### config.mk
export PLATFORM = sky130hd
export DESIGN_NAME = poll_listen_window_controller_core_flat
export DESIGN_NICKNAME = d
export VERILOG_FILES = /design/src/rtl/plwc_pkg.sv /design/src/rtl/plwc_in_if.sv /design/src/rtl/plwc_out_if.sv /design/src/rtl/plwc_cfg_if.sv /design/src/rtl/plwc_cfg_regs.sv /design/src/rtl/plwc_sched.sv /design/src/rtl/poll_listen_window_controller_core.sv /design/src/flat_wrapper.sv
export SDC_FILE = /design/constraint.sdc
export NUM_CORES = 1
export LEC_CHECK = 0
export ABC_AREA = 0
export BUFFER_PORTS_ARGS = -buffer_cell sky130_fd_sc_hd__clkbuf_2
export CELL_PAD_IN_SITES_DETAIL_PLACEMENT = 0
export CELL_PAD_IN_SITES_GLOBAL_PLACEMENT = 1
export CORE_AREA = 8 8 179 307
export CTS_BUF_LIST = sky130_fd_sc_hd__clkbuf_8
export DETAILED_ROUTE_END_ITERATION = 16
export DIE_AREA = 0 0 187 315
export PLACE_DENSITY_LB_ADDON = 0.1
export SYNTH_ARGS = -nofsm -noshare
export SYNTH_HDL_FRONTEND = slang
export SYNTH_SLANG_ARGS = --single-unit
### constraint.sdc
create_clock -name clk -period 6 [get_ports clk]
set_input_delay 1.2 -clock clk [delete_from_list [all_inputs] [get_ports clk]]
set_output_delay 1.2 -clock clk [all_outputs]
set_load 0.1 [all_outputs]
### src/rtl/plwc_pkg.sv
`default_nettype none
package plwc_pkg;

  // Register indexes on the configuration port
  localparam logic [7:0] REG_NODE_ADDRESS = 8'd0;
  localparam logic [7:0] REG_LISTEN_ENABLE = 8'd1;
  localparam logic [7:0] REG_GUARD_WINDOW = 8'd2;
  localparam logic [7:0] REG_MAX_MISSED = 8'd3;
  localparam logic [7:0] REG_POLL_COMMAND_CODE = 8'd4;

  // Register reset values
  localparam logic [7:0] RST_NODE_ADDRESS = 8'd0;
  localparam logic RST_LISTEN_ENABLE = 1'b0;
  localparam logic [15:0] RST_GUARD_WINDOW = 16'd500;
  localparam logic [7:0] RST_MAX_MISSED = 8'd3;
  localparam logic [7:0] RST_POLL_COMMAND_CODE = 8'd1;

  // Item opcodes
  localparam logic OP_TICK = 1'b0;
  localparam logic OP_PACKET = 1'b1;

  // Result status codes
  localparam logic [2:0] ST_NONE = 3'd0;
  localparam logic [2:0] ST_POLL_OK = 3'd1;
  localparam logic [2:0] ST_AUTH_FAIL = 3'd2;
  localparam logic [2:0] ST_NOT_FOR_NODE = 3'd3;
  localparam logic [2:0] ST_REPLAY = 3'd4;
  localparam logic [2:0] ST_WOKE = 3'd5;
  localparam logic [2:0] ST_MISSED = 3'd6;
  localparam logic [2:0] ST_FALLBACK = 3'd7;

  typedef struct packed {
    logic        opcode;
    logic [31:0] now_ms;
    logic        auth_ok;
    logic [7:0]  command_code;
    logic [7:0]  dest_addr;
    logic [15:0] epoch;
    logic [15:0] sequence_req;
    logic [31:0] period_ms;
  } item_t;

  typedef struct packed {
    logic [2:0]  status;
    logic        radio_mode;
    logic        schedule_acquired;
    logic [7:0]  missed_count;
    logic [31:0] window_start;
    logic [31:0] window_end;
  } result_t;

  typedef struct packed {
    logic [7:0]  node_address;
    logic        listen_enable;
    logic [15:0] guard_window;
    logic [7:0]  max_missed;
    logic [7:0]  poll_command_code;
  } cfg_t;

  // a is ahead of b in 16-bit sequence space
  function automatic logic is_forward16(input logic [15:0] a, input logic [15:0] b);
    logic [15:0] d;
    d = a - b;
    return (d != 16'd0) && !d[15];
  endfunction

endpackage
`default_nettype wire

### src/rtl/plwc_in_if.sv
`default_nettype none
interface plwc_in_if;
  logic        valid;
  logic        ready;
  logic        opcode;
  logic [31:0] now_ms;
  logic        auth_ok;
  logic [7:0]  command_code;
  logic [7:0]  dest_addr;
  logic [15:0] epoch;
  logic [15:0] sequence_req;
  logic [31:0] period_ms;

  modport source (
    output valid, opcode, now_ms, auth_ok, command_code, dest_addr, epoch,
           sequence_req, period_ms,
    input  ready
  );
  modport sink (
    input  valid, opcode, now_ms, auth_ok, command_code, dest_addr, epoch,
           sequence_req, period_ms,
    output ready
  );
endinterface
`default_nettype wire

### src/rtl/plwc_out_if.sv
`default_nettype none
interface plwc_out_if;
  logic        valid;
  logic        ready;
  logic [2:0]  status;
  logic        radio_mode;
  logic        schedule_acquired;
  logic [7:0]  missed_count;
  logic [31:0] window_start;
  logic [31:0] window_end;

  modport source (
    output valid, status, radio_mode, schedule_acquired, missed_count,
           window_start, window_end,
    input  ready
  );
  modport sink (
    input  valid, status, radio_mode, schedule_acquired, missed_count,
           window_start, window_end,
    output ready
  );
endinterface
`default_nettype wire

### src/rtl/plwc_cfg_if.sv
`default_nettype none
interface plwc_cfg_if;
  logic        valid;
  logic        ready;
  logic [7:0]  index;
  logic [15:0] data;

  modport source (output valid, index, data, input ready);
  modport sink (input valid, index, data, output ready);
endinterface
`default_nettype wire

### src/rtl/plwc_cfg_regs.sv
`default_nettype none
module plwc_cfg_regs (
  input  wire logic      clk,
  input  wire logic      rst_n,
  plwc_cfg_if.sink       cfg_ch,
  output plwc_pkg::cfg_t cfg
);

  plwc_pkg::cfg_t cfg_r;
  plwc_pkg::cfg_t cfg_nxt;
  logic           wr_en;

  // always takes a write; unknown indexes are dropped
  assign cfg_ch.ready = 1'b1;
  assign wr_en = cfg_ch.valid;

  always_comb begin
    cfg_nxt = cfg_r;
    if (wr_en) begin
      case (cfg_ch.index)
        plwc_pkg::REG_NODE_ADDRESS:      cfg_nxt.node_address = cfg_ch.data[7:0];
        plwc_pkg::REG_LISTEN_ENABLE:     cfg_nxt.listen_enable = cfg_ch.data[0];
        plwc_pkg::REG_GUARD_WINDOW:      cfg_nxt.guard_window = cfg_ch.data;
        plwc_pkg::REG_MAX_MISSED:        cfg_nxt.max_missed = cfg_ch.data[7:0];
        plwc_pkg::REG_POLL_COMMAND_CODE: cfg_nxt.poll_command_code = cfg_ch.data[7:0];
        default: ;
      endcase
    end
  end

  always_ff @(posedge clk) begin
    if (!rst_n) begin
      cfg_r.node_address <= plwc_pkg::RST_NODE_ADDRESS;
      cfg_r.listen_enable <= plwc_pkg::RST_LISTEN_ENABLE;
      cfg_r.guard_window <= plwc_pkg::RST_GUARD_WINDOW;
      cfg_r.max_missed <= plwc_pkg::RST_MAX_MISSED;
      cfg_r.poll_command_code <= plwc_pkg::RST_POLL_COMMAND_CODE;
    end else begin
      cfg_r <= cfg_nxt;
    end
  end

  assign cfg = cfg_r;

endmodule
`default_nettype wire

### src/rtl/plwc_sched.sv
`default_nettype none
module plwc_sched (
  input  wire logic            clk,
  input  wire logic            rst_n,
  input  wire logic            step,
  input  wire plwc_pkg::item_t item,
  input  wire plwc_pkg::cfg_t  cfg,
  output plwc_pkg::result_t    res
);

  // Schedule and replay state
  logic        asleep_r, asleep_nxt;
  logic        sched_r, sched_nxt;
  logic [7:0]  missed_r, missed_nxt;
  logic [31:0] next_poll_r, next_poll_nxt;   // last poll time + interval
  logic [31:0] open_r, open_nxt;
  logic [31:0] close_r, close_nxt;
  logic        gw_seen_r, gw_seen_nxt;
  logic [15:0] gw_epoch_r, gw_epoch_nxt;
  logic [15:0] gw_seq_r, gw_seq_nxt;

  logic [31:0] half;
  logic [31:0] poll_next;
  logic [31:0] win_base;
  logic        replay_ok;
  logic [7:0]  missed_inc;
  logic [2:0]  status;

  assign half = {17'd0, cfg.guard_window[15:1]};
  assign poll_next = item.now_ms + item.period_ms;
  assign missed_inc = missed_r + 8'd1;

  // Gateway replay check
  always_comb begin
    if (!gw_seen_r) begin
      replay_ok = 1'b1;
    end else if (item.epoch == gw_epoch_r) begin
      replay_ok = plwc_pkg::is_forward16(item.sequence_req, gw_seq_r);
    end else begin
      replay_ok = plwc_pkg::is_forward16(item.epoch, gw_epoch_r);
    end
  end

  // Item decode and state update
  always_comb begin
    asleep_nxt = asleep_r;
    sched_nxt = sched_r;
    missed_nxt = missed_r;
    next_poll_nxt = next_poll_r;
    gw_seen_nxt = gw_seen_r;
    gw_epoch_nxt = gw_epoch_r;
    gw_seq_nxt = gw_seq_r;
    win_base = next_poll_r;
    open_nxt = open_r;
    close_nxt = close_r;
    status = plwc_pkg::ST_NONE;
    if (item.opcode == plwc_pkg::OP_PACKET) begin
      if (!item.auth_ok) begin
        status = plwc_pkg::ST_AUTH_FAIL;
      end else if (item.command_code != cfg.poll_command_code ||
                   item.dest_addr != cfg.node_address) begin
        status = plwc_pkg::ST_NOT_FOR_NODE;
      end else if (!replay_ok) begin
        status = plwc_pkg::ST_REPLAY;
      end else begin
        status = plwc_pkg::ST_POLL_OK;
        gw_seen_nxt = 1'b1;
        gw_epoch_nxt = item.epoch;
        gw_seq_nxt = item.sequence_req;
        next_poll_nxt = poll_next;
        missed_nxt = 8'd0;
        if (cfg.listen_enable) begin
          sched_nxt = 1'b1;
          asleep_nxt = 1'b1;
          win_base = poll_next;
          open_nxt = poll_next - half;
          close_nxt = poll_next + half;
        end
      end
    end else if (cfg.listen_enable && sched_r) begin
      if (asleep_r) begin
        if (item.now_ms >= open_r) begin
          asleep_nxt = 1'b0;
          status = plwc_pkg::ST_WOKE;
        end
      end else if (item.now_ms >= close_r) begin
        if (missed_inc >= cfg.max_missed) begin
          // give up on the schedule, stay in receive
          sched_nxt = 1'b0;
          missed_nxt = 8'd0;
          asleep_nxt = 1'b0;
          status = plwc_pkg::ST_FALLBACK;
        end else begin
          missed_nxt = missed_inc;
          asleep_nxt = 1'b1;
          open_nxt = win_base - half;
          close_nxt = win_base + half;
          status = plwc_pkg::ST_MISSED;
        end
      end
    end
  end

  always_ff @(posedge clk) begin
    if (!rst_n) begin
      asleep_r <= 1'b0;
      sched_r <= 1'b0;
      missed_r <= 8'd0;
      next_poll_r <= 32'd0;
      open_r <= 32'd0;
      close_r <= 32'd0;
      gw_seen_r <= 1'b0;
      gw_epoch_r <= 16'd0;
      gw_seq_r <= 16'd0;
    end else if (step) begin
      asleep_r <= asleep_nxt;
      sched_r <= sched_nxt;
      missed_r <= missed_nxt;
      next_poll_r <= next_poll_nxt;
      open_r <= open_nxt;
      close_r <= close_nxt;
      gw_seen_r <= gw_seen_nxt;
      gw_epoch_r <= gw_epoch_nxt;
      gw_seq_r <= gw_seq_nxt;
    end
  end

  // Result shows state after the item
  assign res = {status, asleep_nxt, sched_nxt, missed_nxt, open_nxt, close_nxt};

endmodule
`default_nettype wire

### src/rtl/poll_listen_window_controller_core.sv
`default_nettype none
// A taken word goes from the input register to the result register (out_ch).
// Throughput: one word per cycle; the input register advances whenever the
// result register is empty or being drained, and state updates in that move.
// Reset (rst_n low, synchronous) empties both stages, clears the schedule and
// replay state and loads the configuration registers with their defaults.
module poll_listen_window_controller_core (
  input wire logic  clk,
  input wire logic  rst_n,
  plwc_in_if.sink   in_ch,
  plwc_out_if.source out_ch,
  plwc_cfg_if.sink  cfg_ch
);

  plwc_pkg::cfg_t    cfg;
  plwc_pkg::item_t   item_r, item_nxt;
  plwc_pkg::result_t res;
  plwc_pkg::result_t res_r;
  logic              in_vld_r, in_vld_nxt;
  logic              out_vld_r, out_vld_nxt;
  logic              out_load;
  logic              in_take;

  plwc_cfg_regs u_cfg (
    .clk    (clk),
    .rst_n  (rst_n),
    .cfg_ch (cfg_ch),
    .cfg    (cfg)
  );

  plwc_sched u_sched (
    .clk   (clk),
    .rst_n (rst_n),
    .step  (out_load),
    .item  (item_r),
    .cfg   (cfg),
    .res   (res)
  );

  // Stage handshakes
  assign out_load = in_vld_r && (!out_vld_r || out_ch.ready);
  assign in_ch.ready = !in_vld_r || out_load;
  assign in_take = in_ch.valid && in_ch.ready;

  always_comb begin
    item_nxt.opcode = in_ch.opcode;
    item_nxt.now_ms = in_ch.now_ms;
    item_nxt.auth_ok = in_ch.auth_ok;
    item_nxt.command_code = in_ch.command_code;
    item_nxt.dest_addr = in_ch.dest_addr;
    item_nxt.epoch = in_ch.epoch;
    item_nxt.sequence_req = in_ch.sequence_req;
    item_nxt.period_ms = in_ch.period_ms;
  end

  always_comb begin
    in_vld_nxt = in_vld_r;
    if (in_take) begin
      in_vld_nxt = 1'b1;
    end else if (out_load) begin
      in_vld_nxt = 1'b0;
    end
    out_vld_nxt = out_vld_r;
    if (out_load) begin
      out_vld_nxt = 1'b1;
    end else if (out_ch.ready) begin
      out_vld_nxt = 1'b0;
    end
  end

  // Control flags
  always_ff @(posedge clk) begin
    if (!rst_n) begin
      in_vld_r <= 1'b0;
      out_vld_r <= 1'b0;
    end else begin
      in_vld_r <= in_vld_nxt;
      out_vld_r <= out_vld_nxt;
    end
  end

  // Payload registers
  always_ff @(posedge clk) begin
    if (in_take) begin
      item_r <= item_nxt;
    end
    if (out_load) begin
      res_r <= res;
    end
  end

  assign out_ch.valid = out_vld_r;
  assign out_ch.status = res_r.status;
  assign out_ch.radio_mode = res_r.radio_mode;
  assign out_ch.schedule_acquired = res_r.schedule_acquired;
  assign out_ch.missed_count = res_r.missed_count;
  assign out_ch.window_start = res_r.window_start;
  assign out_ch.window_end = res_r.window_end;

endmodule
`default_nettype wire

### src/flat_wrapper.sv
// flat-port wrapper written by rule: the top's interface ports become plain ports
module poll_listen_window_controller_core_flat 
  (clk, rst_n, in_ch_valid, in_ch_opcode, in_ch_now_ms, in_ch_auth_ok, in_ch_command_code, in_ch_dest_addr, in_ch_epoch, in_ch_sequence_req, in_ch_period_ms, in_ch_ready, out_ch_valid, out_ch_status, out_ch_radio_mode, out_ch_schedule_acquired, out_ch_missed_count, out_ch_window_start, out_ch_window_end, out_ch_ready, cfg_ch_valid, cfg_ch_index, cfg_ch_data, cfg_ch_ready);
  plwc_in_if in_ch_i ();
  plwc_out_if out_ch_i ();
  plwc_cfg_if cfg_ch_i ();
  input wire logic clk;
  input wire logic rst_n;
  input wire logic [$bits(in_ch_i.valid)-1:0] in_ch_valid;
  input wire logic [$bits(in_ch_i.opcode)-1:0] in_ch_opcode;
  input wire logic [$bits(in_ch_i.now_ms)-1:0] in_ch_now_ms;
  input wire logic [$bits(in_ch_i.auth_ok)-1:0] in_ch_auth_ok;
  input wire logic [$bits(in_ch_i.command_code)-1:0] in_ch_command_code;
  input wire logic [$bits(in_ch_i.dest_addr)-1:0] in_ch_dest_addr;
  input wire logic [$bits(in_ch_i.epoch)-1:0] in_ch_epoch;
  input wire logic [$bits(in_ch_i.sequence_req)-1:0] in_ch_sequence_req;
  input wire logic [$bits(in_ch_i.period_ms)-1:0] in_ch_period_ms;
  output wire logic [$bits(in_ch_i.ready)-1:0] in_ch_ready;
  output wire logic [$bits(out_ch_i.valid)-1:0] out_ch_valid;
  output wire logic [$bits(out_ch_i.status)-1:0] out_ch_status;
  output wire logic [$bits(out_ch_i.radio_mode)-1:0] out_ch_radio_mode;
  output wire logic [$bits(out_ch_i.schedule_acquired)-1:0] out_ch_schedule_acquired;
  output wire logic [$bits(out_ch_i.missed_count)-1:0] out_ch_missed_count;
  output wire logic [$bits(out_ch_i.window_start)-1:0] out_ch_window_start;
  output wire logic [$bits(out_ch_i.window_end)-1:0] out_ch_window_end;
  input wire logic [$bits(out_ch_i.ready)-1:0] out_ch_ready;
  input wire logic [$bits(cfg_ch_i.valid)-1:0] cfg_ch_valid;
  input wire logic [$bits(cfg_ch_i.index)-1:0] cfg_ch_index;
  input wire logic [$bits(cfg_ch_i.data)-1:0] cfg_ch_data;
  output wire logic [$bits(cfg_ch_i.ready)-1:0] cfg_ch_ready;
  assign in_ch_i.valid = in_ch_valid;
  assign in_ch_i.opcode = in_ch_opcode;
  assign in_ch_i.now_ms = in_ch_now_ms;
  assign in_ch_i.auth_ok = in_ch_auth_ok;
  assign in_ch_i.command_code = in_ch_command_code;
  assign in_ch_i.dest_addr = in_ch_dest_addr;
  assign in_ch_i.epoch = in_ch_epoch;
  assign in_ch_i.sequence_req = in_ch_sequence_req;
  assign in_ch_i.period_ms = in_ch_period_ms;
  assign in_ch_ready = in_ch_i.ready;
  assign out_ch_valid = out_ch_i.valid;
  assign out_ch_status = out_ch_i.status;
  assign out_ch_radio_mode = out_ch_i.radio_mode;
  assign out_ch_schedule_acquired = out_ch_i.schedule_acquired;
  assign out_ch_missed_count = out_ch_i.missed_count;
  assign out_ch_window_start = out_ch_i.window_start;
  assign out_ch_window_end = out_ch_i.window_end;
  assign out_ch_i.ready = out_ch_ready;
  assign cfg_ch_i.valid = cfg_ch_valid;
  assign cfg_ch_i.index = cfg_ch_index;
  assign cfg_ch_i.data = cfg_ch_data;
  assign cfg_ch_ready = cfg_ch_i.ready;
  poll_listen_window_controller_core u_core (.clk(clk), .rst_n(rst_n), .in_ch(in_ch_i), .out_ch(out_ch_i), .cfg_ch(cfg_ch_i));
endmodule
==> out/results.ini, run 1 <==
[critical_path]
slowest_stage = sky130_fd_sc_hd__a21boi_0
worstSetupStartpointType = flip-flop
crit_path_start = u_core.item_r[81]$_DFFE_PP_
critical_path.cell_chain = ha_1 -> inv_1 -> fa_1 -> nand2b_1 -> a21oi_1 -> nor2_1 -> nor2_1 -> nor2_1 -> xnor2_1 -> ha_1 -> nor2_1 -> o21ai_0 -> a211oi_1 -> o21ai_0 -> a21boi_0 -> o21ai_0 -> nor4_4 -> buf_4 -> nand4_1 -> o31ai_1 -> o221ai_1
arrival_time_of_data_at_the_critical_path_endpoint_ns = 6.07
worst_path_max_stage_delay_ns = 0.49
r2r.worst_path.cells = 21
critical_path.most_common_cell = sky130_fd_sc_hd__nor2_1
cp-end-kind = flip-flop
r2r_setup_slack_ns = 0.38
crit_type = flip-flop to flip-flop
top_fanout_value_on_the_critical_path = 7
worst_r2r_startpoint = u_core.item_r[81]$_DFFE_PP_
reg2reg_to = u_core.out_ch.window_end[31]$_DFFE_PP_
critical_path.endpoint = u_core.out_ch.window_end[31]$_DFFE_PP_
crit_required_ns = 6.45

[detailed_routing]
dr.first_iter.drc_count = 1321
average_detailed_routed_wire_length_per_instance_um = 24.3
route.vias.total = 20700
detail_route.vias_per_cell = 5.98
final_wirelength_um = 84100
drtPass1Iterations = 6
drtAntennaViolNets = 0
drc = 0

[timing]
whs_ns = 0.472
finalSetupViolations = 0
timing.final.crit_period_ns = 5.62
final_hold_violation_count = 0
finClkSkew_ns = 0.0368
setup-tns-final_ns = 0
worst_pin_slew_ns = 1.15
timing.max_slew.rel_slack_pct = 23.6
final-max-slew-violation-count = 0
finalCritPeriodShare_pct = 93.7
fmax_mhz = 178

[yosys]
synth_nets = 2881
synth_warnings = 0
post_synth_inst_count = 2536
ys_types = 101
async_flop_share_pct = 0
synth_sequential_area_ratio_pct = 39.0
synth_top_area_share_pct = 23.9
synth_commonest_cells = 217 x sky130_fd_sc_hd__nor2_1, 195 x sky130_fd_sc_hd__ha_1, 191 x sky130_fd_sc_hd__edfxtp_1
synth_flop_cell = sky130_fd_sc_hd__edfxtp_1
avg_synthesized_cell_area_sq_um = 9.46
ys_seq_elements = 372
synth-edff-count = 191
netlist_area_before_placement_sq_um = 24000
synth_top_cells_by_area = sky130_fd_sc_hd__edfxtp_1 24%, sky130_fd_sc_hd__dfxtp_1 15%, sky130_fd_sc_hd__ha_1 10%
synth_area_leader_cell = sky130_fd_sc_hd__edfxtp_1
top_count_cell_post_synth = sky130_fd_sc_hd__nor2_1

[place]
placement.cell_area_sq_um = 25800
post-dp-hpwl_um = 65000
place_inst = 3352
place_congestion = 0.958
count_of_port_buffers_added_during_placement = 221

[clock_network]
numCtsBuffers = 59
cts.reportedPaths.clkPinSlew_ns = 0.07
ctsRootBufferMaster = sky130_fd_sc_hd__clkbuf_8
cts_tree = yes
clk-insertion-delay-late_ns = 0.71
cts.sinks = 372
htree_levels = 2
post_cts_hold_buffer_count = 0
cts-root-to-sink-buffers = 3

[power_and_ir_drop]
max_vdd_drop_mv = 0.222
power_density_nw_per_um2 = 247
power.static_leakage_nw = 11.1
power_mw = 6.72

[floorplan]
chipWidth_um = 187
fp.coreArea_sq_um = 50600
row_count = 109
die_area_sq_um = 58900
floorplan.io_pins = 223
die_height_um = 315
initial_util_pct = 47.4

[job]
timing.max_cap.violations = 0

[final_layout]
n_fill_cell = 4692
final-instance-count-excl-fill = 3466
num-nets-final = 3094
syn2layout_area_growth_pct = 13.5
post_route_cells_drive_above_1_share_pct = 15.9
final_design_area_no_fill_sq_um = 27200

[global_route]
first_global_vias = 20700
antenna_found_initial = 2
grt_remaining_overflow = 0
largest_net_degree_at_the_start_of_global_routing = 89
grt_first_pass_wirelength_um = 126000
grt_usage_pct = 27.9

[status]
result_of_the_run = complete, no violations

[hold_path]
type_of_the_most_critical_hold_path = flip-flop to flip-flop

cell usage in the layout (no fill, tap or decap), types with 25 or more instances in the layout:
| master | count |
|---|---|
| sky130_fd_sc_hd__xor2_1 | 41 |
| sky130_fd_sc_hd__nor2_1 | 215 |
| sky130_fd_sc_hd__nand2b_1 | 29 |
| sky130_fd_sc_hd__inv_1 | 199 |
| sky130_fd_sc_hd__a21o_1 | 52 |
| sky130_fd_sc_hd__a21oi_1 | 172 |
| sky130_fd_sc_hd__a31oi_1 | 33 |
| sky130_fd_sc_hd__o21ai_0 | 94 |
| sky130_fd_sc_hd__buf_4 | 39 |
| sky130_fd_sc_hd__xnor2_1 | 112 |
| sky130_fd_sc_hd__a22oi_1 | 26 |
| sky130_fd_sc_hd__dfxtp_1 | 181 |
| sky130_fd_sc_hd__or3_1 | 25 |
| sky130_fd_sc_hd__nand3_1 | 56 |
| sky130_fd_sc_hd__mux2i_1 | 94 |
| sky130_fd_sc_hd__a21boi_0 | 34 |
| sky130_fd_sc_hd__nand4_1 | 30 |
| sky130_fd_sc_hd__clkbuf_8 | 64 |
| sky130_fd_sc_hd__nand2_1 | 156 |
| sky130_fd_sc_hd__edfxtp_1 | 191 |
| sky130_fd_sc_hd__a211oi_1 | 28 |
| sky130_fd_sc_hd__ha_1 | 195 |
| sky130_fd_sc_hd__clkbuf_2 | 221 |
| sky130_fd_sc_hd__o221a_2 | 43 |
| sky130_fd_sc_hd__nor3_1 | 52 |
metal layers:
metal	GRT usage [%]	part of all wire, %	up-vias
met5	0	0.015	-
met4	15.8	6.1	2
met3	4.65	5.3	218
met2	51.1	51	758
met1	30.0	37	9922
li1	-	-	9812
sequential cells by signal, summed over array words and instances (netlist names), 32 cells and up:
register / count
u_core.item_r: 114
u_core.out_ch.window_end: 32
u_core.out_ch.window_start: 32
u_core.u_sched.close_r: 32
u_core.u_cfg.cfg: 40
u_core.u_sched.next_poll_r: 32
u_core.u_sched.open_r: 32
where the power goes:
part	leakage, nW	switching [mW]	internal [mW]
logic	7.03	0.916	0.453
registers	3.33	0.0486	2.76
clock network	0.745	1.13	1.42
cell families after synthesis:
group                    count (synthesis)  synth area share [%]
adder cells (fa/ha/maj)                202                  10.8
AO/OA/AOI/OAI                          706                  20.8
buffers and inverters                  293                  4.87
AND/OR/NAND/NOR                        711                  14.8
other                                    1                0.0156
XOR/XNOR                               155                  5.69
multiplexers                            96                  4.02
flip-flops                             372                  39.0
area by class of cell:
cell class	instances	area (sq um)	share of cell area (%)
antenna	1	2.50	0.00919
inverter	182	688	2.53
clock inverter	47	482	1.77
tap	666	833	3.06
clock buffer	64	881	3.24
timing repair buffer	263	1460	5.36
multi-input combinational	1871	13500	49.7
sequential	372	9360	34.4
per-stage QoR:
step	setup slack, ns	util, %
after detailed placement	0.176	51.1
final	0.379	53.8
after global routing	-0.00771	53.8
after global placement	0.251	51.1
after CTS	0.127	53.8
after floorplan	0.843	-
worst max-delay path: cells and delay by family, from the launching register on:
kind	cells	cell delay, ns
AOI/OAI and AO/OA	8	2.20
xor gates and xnor gates	1	0.29
adders and majority gates	3	0.96
buffers and inverters	2	0.29
DFF	1	0.37
and+or+nand+nor	7	1.26
repair_timing:
action | in CTS | in global routing
gates resized for setup | 0 | 1
endpoints found under the hold margin | 0 | 0
setup endpoints to repair | 0 | 10
buffers inserted | 0 | 2
how the worst min path moves through the flow:
stage                                                        from                                      end  slack, ns  cells past startpoint
after floorplan           u_core.u_sched.close_r[27]$_SDFFE_PN0P_  u_core.u_sched.close_r[27]$_SDFFE_PN0P_       0.44                      2
after global placement    u_core.u_sched.close_r[27]$_SDFFE_PN0P_  u_core.u_sched.close_r[27]$_SDFFE_PN0P_       0.45                      2
after detailed placement  u_core.u_sched.close_r[27]$_SDFFE_PN0P_  u_core.u_sched.close_r[27]$_SDFFE_PN0P_       0.46                      2
after CTS                 u_core.u_sched.close_r[27]$_SDFFE_PN0P_  u_core.u_sched.close_r[27]$_SDFFE_PN0P_       0.47                      2
after global routing      u_core.u_sched.close_r[27]$_SDFFE_PN0P_  u_core.u_sched.close_r[27]$_SDFFE_PN0P_       0.51                      2
final                     u_core.u_sched.close_r[27]$_SDFFE_PN0P_  u_core.u_sched.close_r[27]$_SDFFE_PN0P_       0.47                      2
(Power assumes the default switching activity.)
==> inputs of run 2 (changes only) <==
Settings changed: REMOVE_ABC_BUFFERS set to 1.
==> run 2 against run 1 <==
  * Global-route usage shrank 0.41 points
  * Maximum frequency grew 1.4%
  * Worst hold slack lost 0.0044 ns
  * Count of clock-buffer cells in the layout grew 1
  * Combinational power is essentially flat
  * Wire length shrank 0.55%
  * Flip-flop and latch count is the same
  * Clock power shrank 11%
  * Clock skew grew 0.018 ns
  * Final area shrank 0.73%
  * Die area is the same
  * Largest power group unchanged
==> out/results.ini, run 2 (synthesis results as in run 1) <==
[status]
result_of_the_run = complete, no violations

[global_route]
first_global_vias = 21000  ; +1.1%
grt_remaining_overflow = 0  ; unchanged
antenna_found_initial = 2  ; unchanged
grt_usage_pct = 27.5  ; -0.41 points
grt_first_pass_wirelength_um = 125000  ; -1.2%
largest_net_degree_at_the_start_of_global_routing = 84  ; -5.6%

[hold_path]
holdCritStartpoint = u_core.u_sched.close_r[27]$_SDFFE_PN0P_
hold-path-cell-count = 2  ; unchanged
type_of_the_most_critical_hold_path = flip-flop to flip-flop

[final_layout]
syn2layout_area_growth_pct = 12.7
postLayoutCoreUtil_pct = 53.4  ; -0.39 points
final_design_area_no_fill_sq_um = 27000  ; -0.73%
post_route_cells_drive_above_1_share_pct = 15.9  ; about the same
largest_reg_flops = 114  ; unchanged
n_fill_cell = 4746  ; +1.2%
final-instance-count-excl-fill = 3460  ; -0.17%
layout.cells.most_common = sky130_fd_sc_hd__clkbuf_2
registers.top_by_ff_count = u_core.item_r
final_cell_mix = 221 x sky130_fd_sc_hd__clkbuf_2, 215 x sky130_fd_sc_hd__nor2_1, 195 x sky130_fd_sc_hd__ha_1
num-nets-final = 3089  ; -0.16%

[clock_network]
cts.sinks = 372  ; unchanged
htree_levels = 2  ; unchanged
ctsRootBufferMaster = sky130_fd_sc_hd__clkbuf_8
cts_tree = yes
numCtsBuffers = 58  ; -1.7%
cts-root-to-sink-buffers = 3  ; unchanged
clk-insertion-delay-late_ns = 0.70  ; about the same
post_cts_hold_buffer_count = 0  ; unchanged
cts.reportedPaths.clkPinSlew_ns = 0.07  ; about the same

[place]
place_inst = 3347  ; -0.15%
place_congestion = 0.976  ; +1.9%
count_of_port_buffers_added_during_placement = 221  ; unchanged
post-place-ws_ns = 0.349  ; +0.174 ns
post-dp-hpwl_um = 63400  ; -2.4%
placement.cell_area_sq_um = 25800  ; -0.14%

[detailed_routing]
average_detailed_routed_wire_length_per_instance_um = 24.2  ; -0.38%
route.vias.total = 20800  ; +0.28%
dr.first_iter.drc_count = 1430  ; +8.3%
drtAntennaViolNets = 0  ; unchanged
drtPass1Iterations = 5  ; -1
detail_route.vias_per_cell = 6.00  ; +0.45%
drc = 0  ; unchanged
final_wirelength_um = 83700  ; -0.55%

[critical_path]
crit_path_start = u_core.item_r[81]$_DFFE_PP_
slowest_stage = sky130_fd_sc_hd__o21ai_0
critical_path.endpoint = u_core.out_ch.window_end[27]$_DFFE_PP_
crit_type = flip-flop to flip-flop
crit_family = compound AO/OA/AOI/OAI gates
timing.critical_path.depth = 20  ; -4.8%
reg2reg_to = u_core.out_ch.window_end[27]$_DFFE_PP_
worstSetupStartpointType = flip-flop
cp-end-kind = flip-flop
worst_path_max_stage_delay_ns = 0.89  ; +0.40 ns
top_fanout_value_on_the_critical_path = 5  ; -2
worst_r2r_startpoint = u_core.item_r[81]$_DFFE_PP_
crit_required_ns = 6.43  ; -0.02 ns
worst-path-buf-inv = 4  ; +2
r2r_setup_slack_ns = 0.46  ; +0.08 ns
critical_path.cell_chain = ha_1 -> inv_1 -> fa_1 -> nand2b_1 -> a21oi_1 -> nor2_1 -> xnor2_1 -> ha_1 -> inv_1 -> a211oi_1 -> a311oi_1 -> o21ai_0 -> a21boi_0 -> o21ai_0 -> nor4_4 -> buf_4 -> buf_4 -> and4b_1 -> a211oi_1 -> o22ai_1
r2r.worst_path.cells = 20  ; -4.8%
arrival_time_of_data_at_the_critical_path_endpoint_ns = 5.98  ; -0.09 ns

[timing]
final-max-slew-violation-count = 0  ; unchanged
finClkSkew_ns = 0.0552  ; +0.0184 ns
worst_pin_slew_ns = 1.13  ; -0.0158 ns
worst_slack_ns = 0.459  ; +0.0803 ns
timing.max_slew.rel_slack_pct = 22.7  ; -0.90 points
finalSetupViolations = 0  ; unchanged
setup-tns-final_ns = 0  ; unchanged
whs_ns = 0.468  ; -0.00437 ns
grt_setup_unrepaired = no
finalCritPeriodShare_pct = 92.4  ; -1.3 points
timing.final.crit_period_ns = 5.54  ; -0.0803 ns
final_hold_violation_count = 0  ; unchanged
fmax_mhz = 180  ; +1.4%

[power_and_ir_drop]
max_vdd_drop_mv = 0.204  ; -8.3%
power_density_nw_per_um2 = 239  ; -3.2%
power_mw = 6.46  ; -3.9%
power.static_leakage_nw = 11.0  ; -0.97%

[floorplan]
floorplan.io_pins = 223  ; unchanged
initial_util_pct = 47.4  ; unchanged
fp.coreArea_sq_um = 50600  ; unchanged
chipWidth_um = 187  ; unchanged
row_count = 109  ; unchanged
die_area_sq_um = 58900  ; unchanged
die_height_um = 315  ; unchanged

[job]
timing.max_cap.violations = 0  ; unchanged

-- run 2: layout make-up --
cell class	instances	area [sq um]	share of cell area, %
clock buffer	65	895	3.31
sequential	372	9360	34.6
tap	666	833	3.08
clock inverter	43	302	1.12
antenna	2	5.00	0.0185
timing repair buffer	259	1430	5.29
inverter	182	691	2.56
multi-input combinational	1871	13500	50.0
-- run 2: where the power goes --
| group | switching, mW | internal [mW] |
|---|---|---|
| registers | 0.0478 | 2.76 |
| logic | 0.919 | 0.455 |
| clock network | 1.11 | 1.17 |
-- run 2: worst min path at each step --
stage | end | slack [ns]
after floorplan | u_core.u_sched.close_r[27]$_SDFFE_PN0P_ | 0.44
after global placement | u_core.u_sched.close_r[27]$_SDFFE_PN0P_ | 0.45
after detailed placement | u_core.u_sched.close_r[27]$_SDFFE_PN0P_ | 0.45
after CTS | u_core.u_sched.close_r[27]$_SDFFE_PN0P_ | 0.47
after global routing | u_core.u_sched.close_r[27]$_SDFFE_PN0P_ | 0.51
final | u_core.u_sched.close_r[27]$_SDFFE_PN0P_ | 0.47
-- run 2: layer usage --
metal	share of wire, %	vias to the layer above	global-route usage, %
met5	0	-	0
met2	51	790	50.0
li1	-	9789	-
met3	5.4	240	4.60
met1	37	9950	28.8
met4	7.2	0	18.2
-- run 2: repair_timing --
action	in CTS	in global routing
gates resized for setup	0	0
setup endpoints to repair	0	9
setup buffers	0	3
-- run 2: worst min-delay path, stage by stage, from the launching register on --
cell,delay (ns)
sky130_fd_sc_hd__dfxtp_1,0.31
sky130_fd_sc_hd__nand2_1,0.05
sky130_fd_sc_hd__o32ai_1,0.06
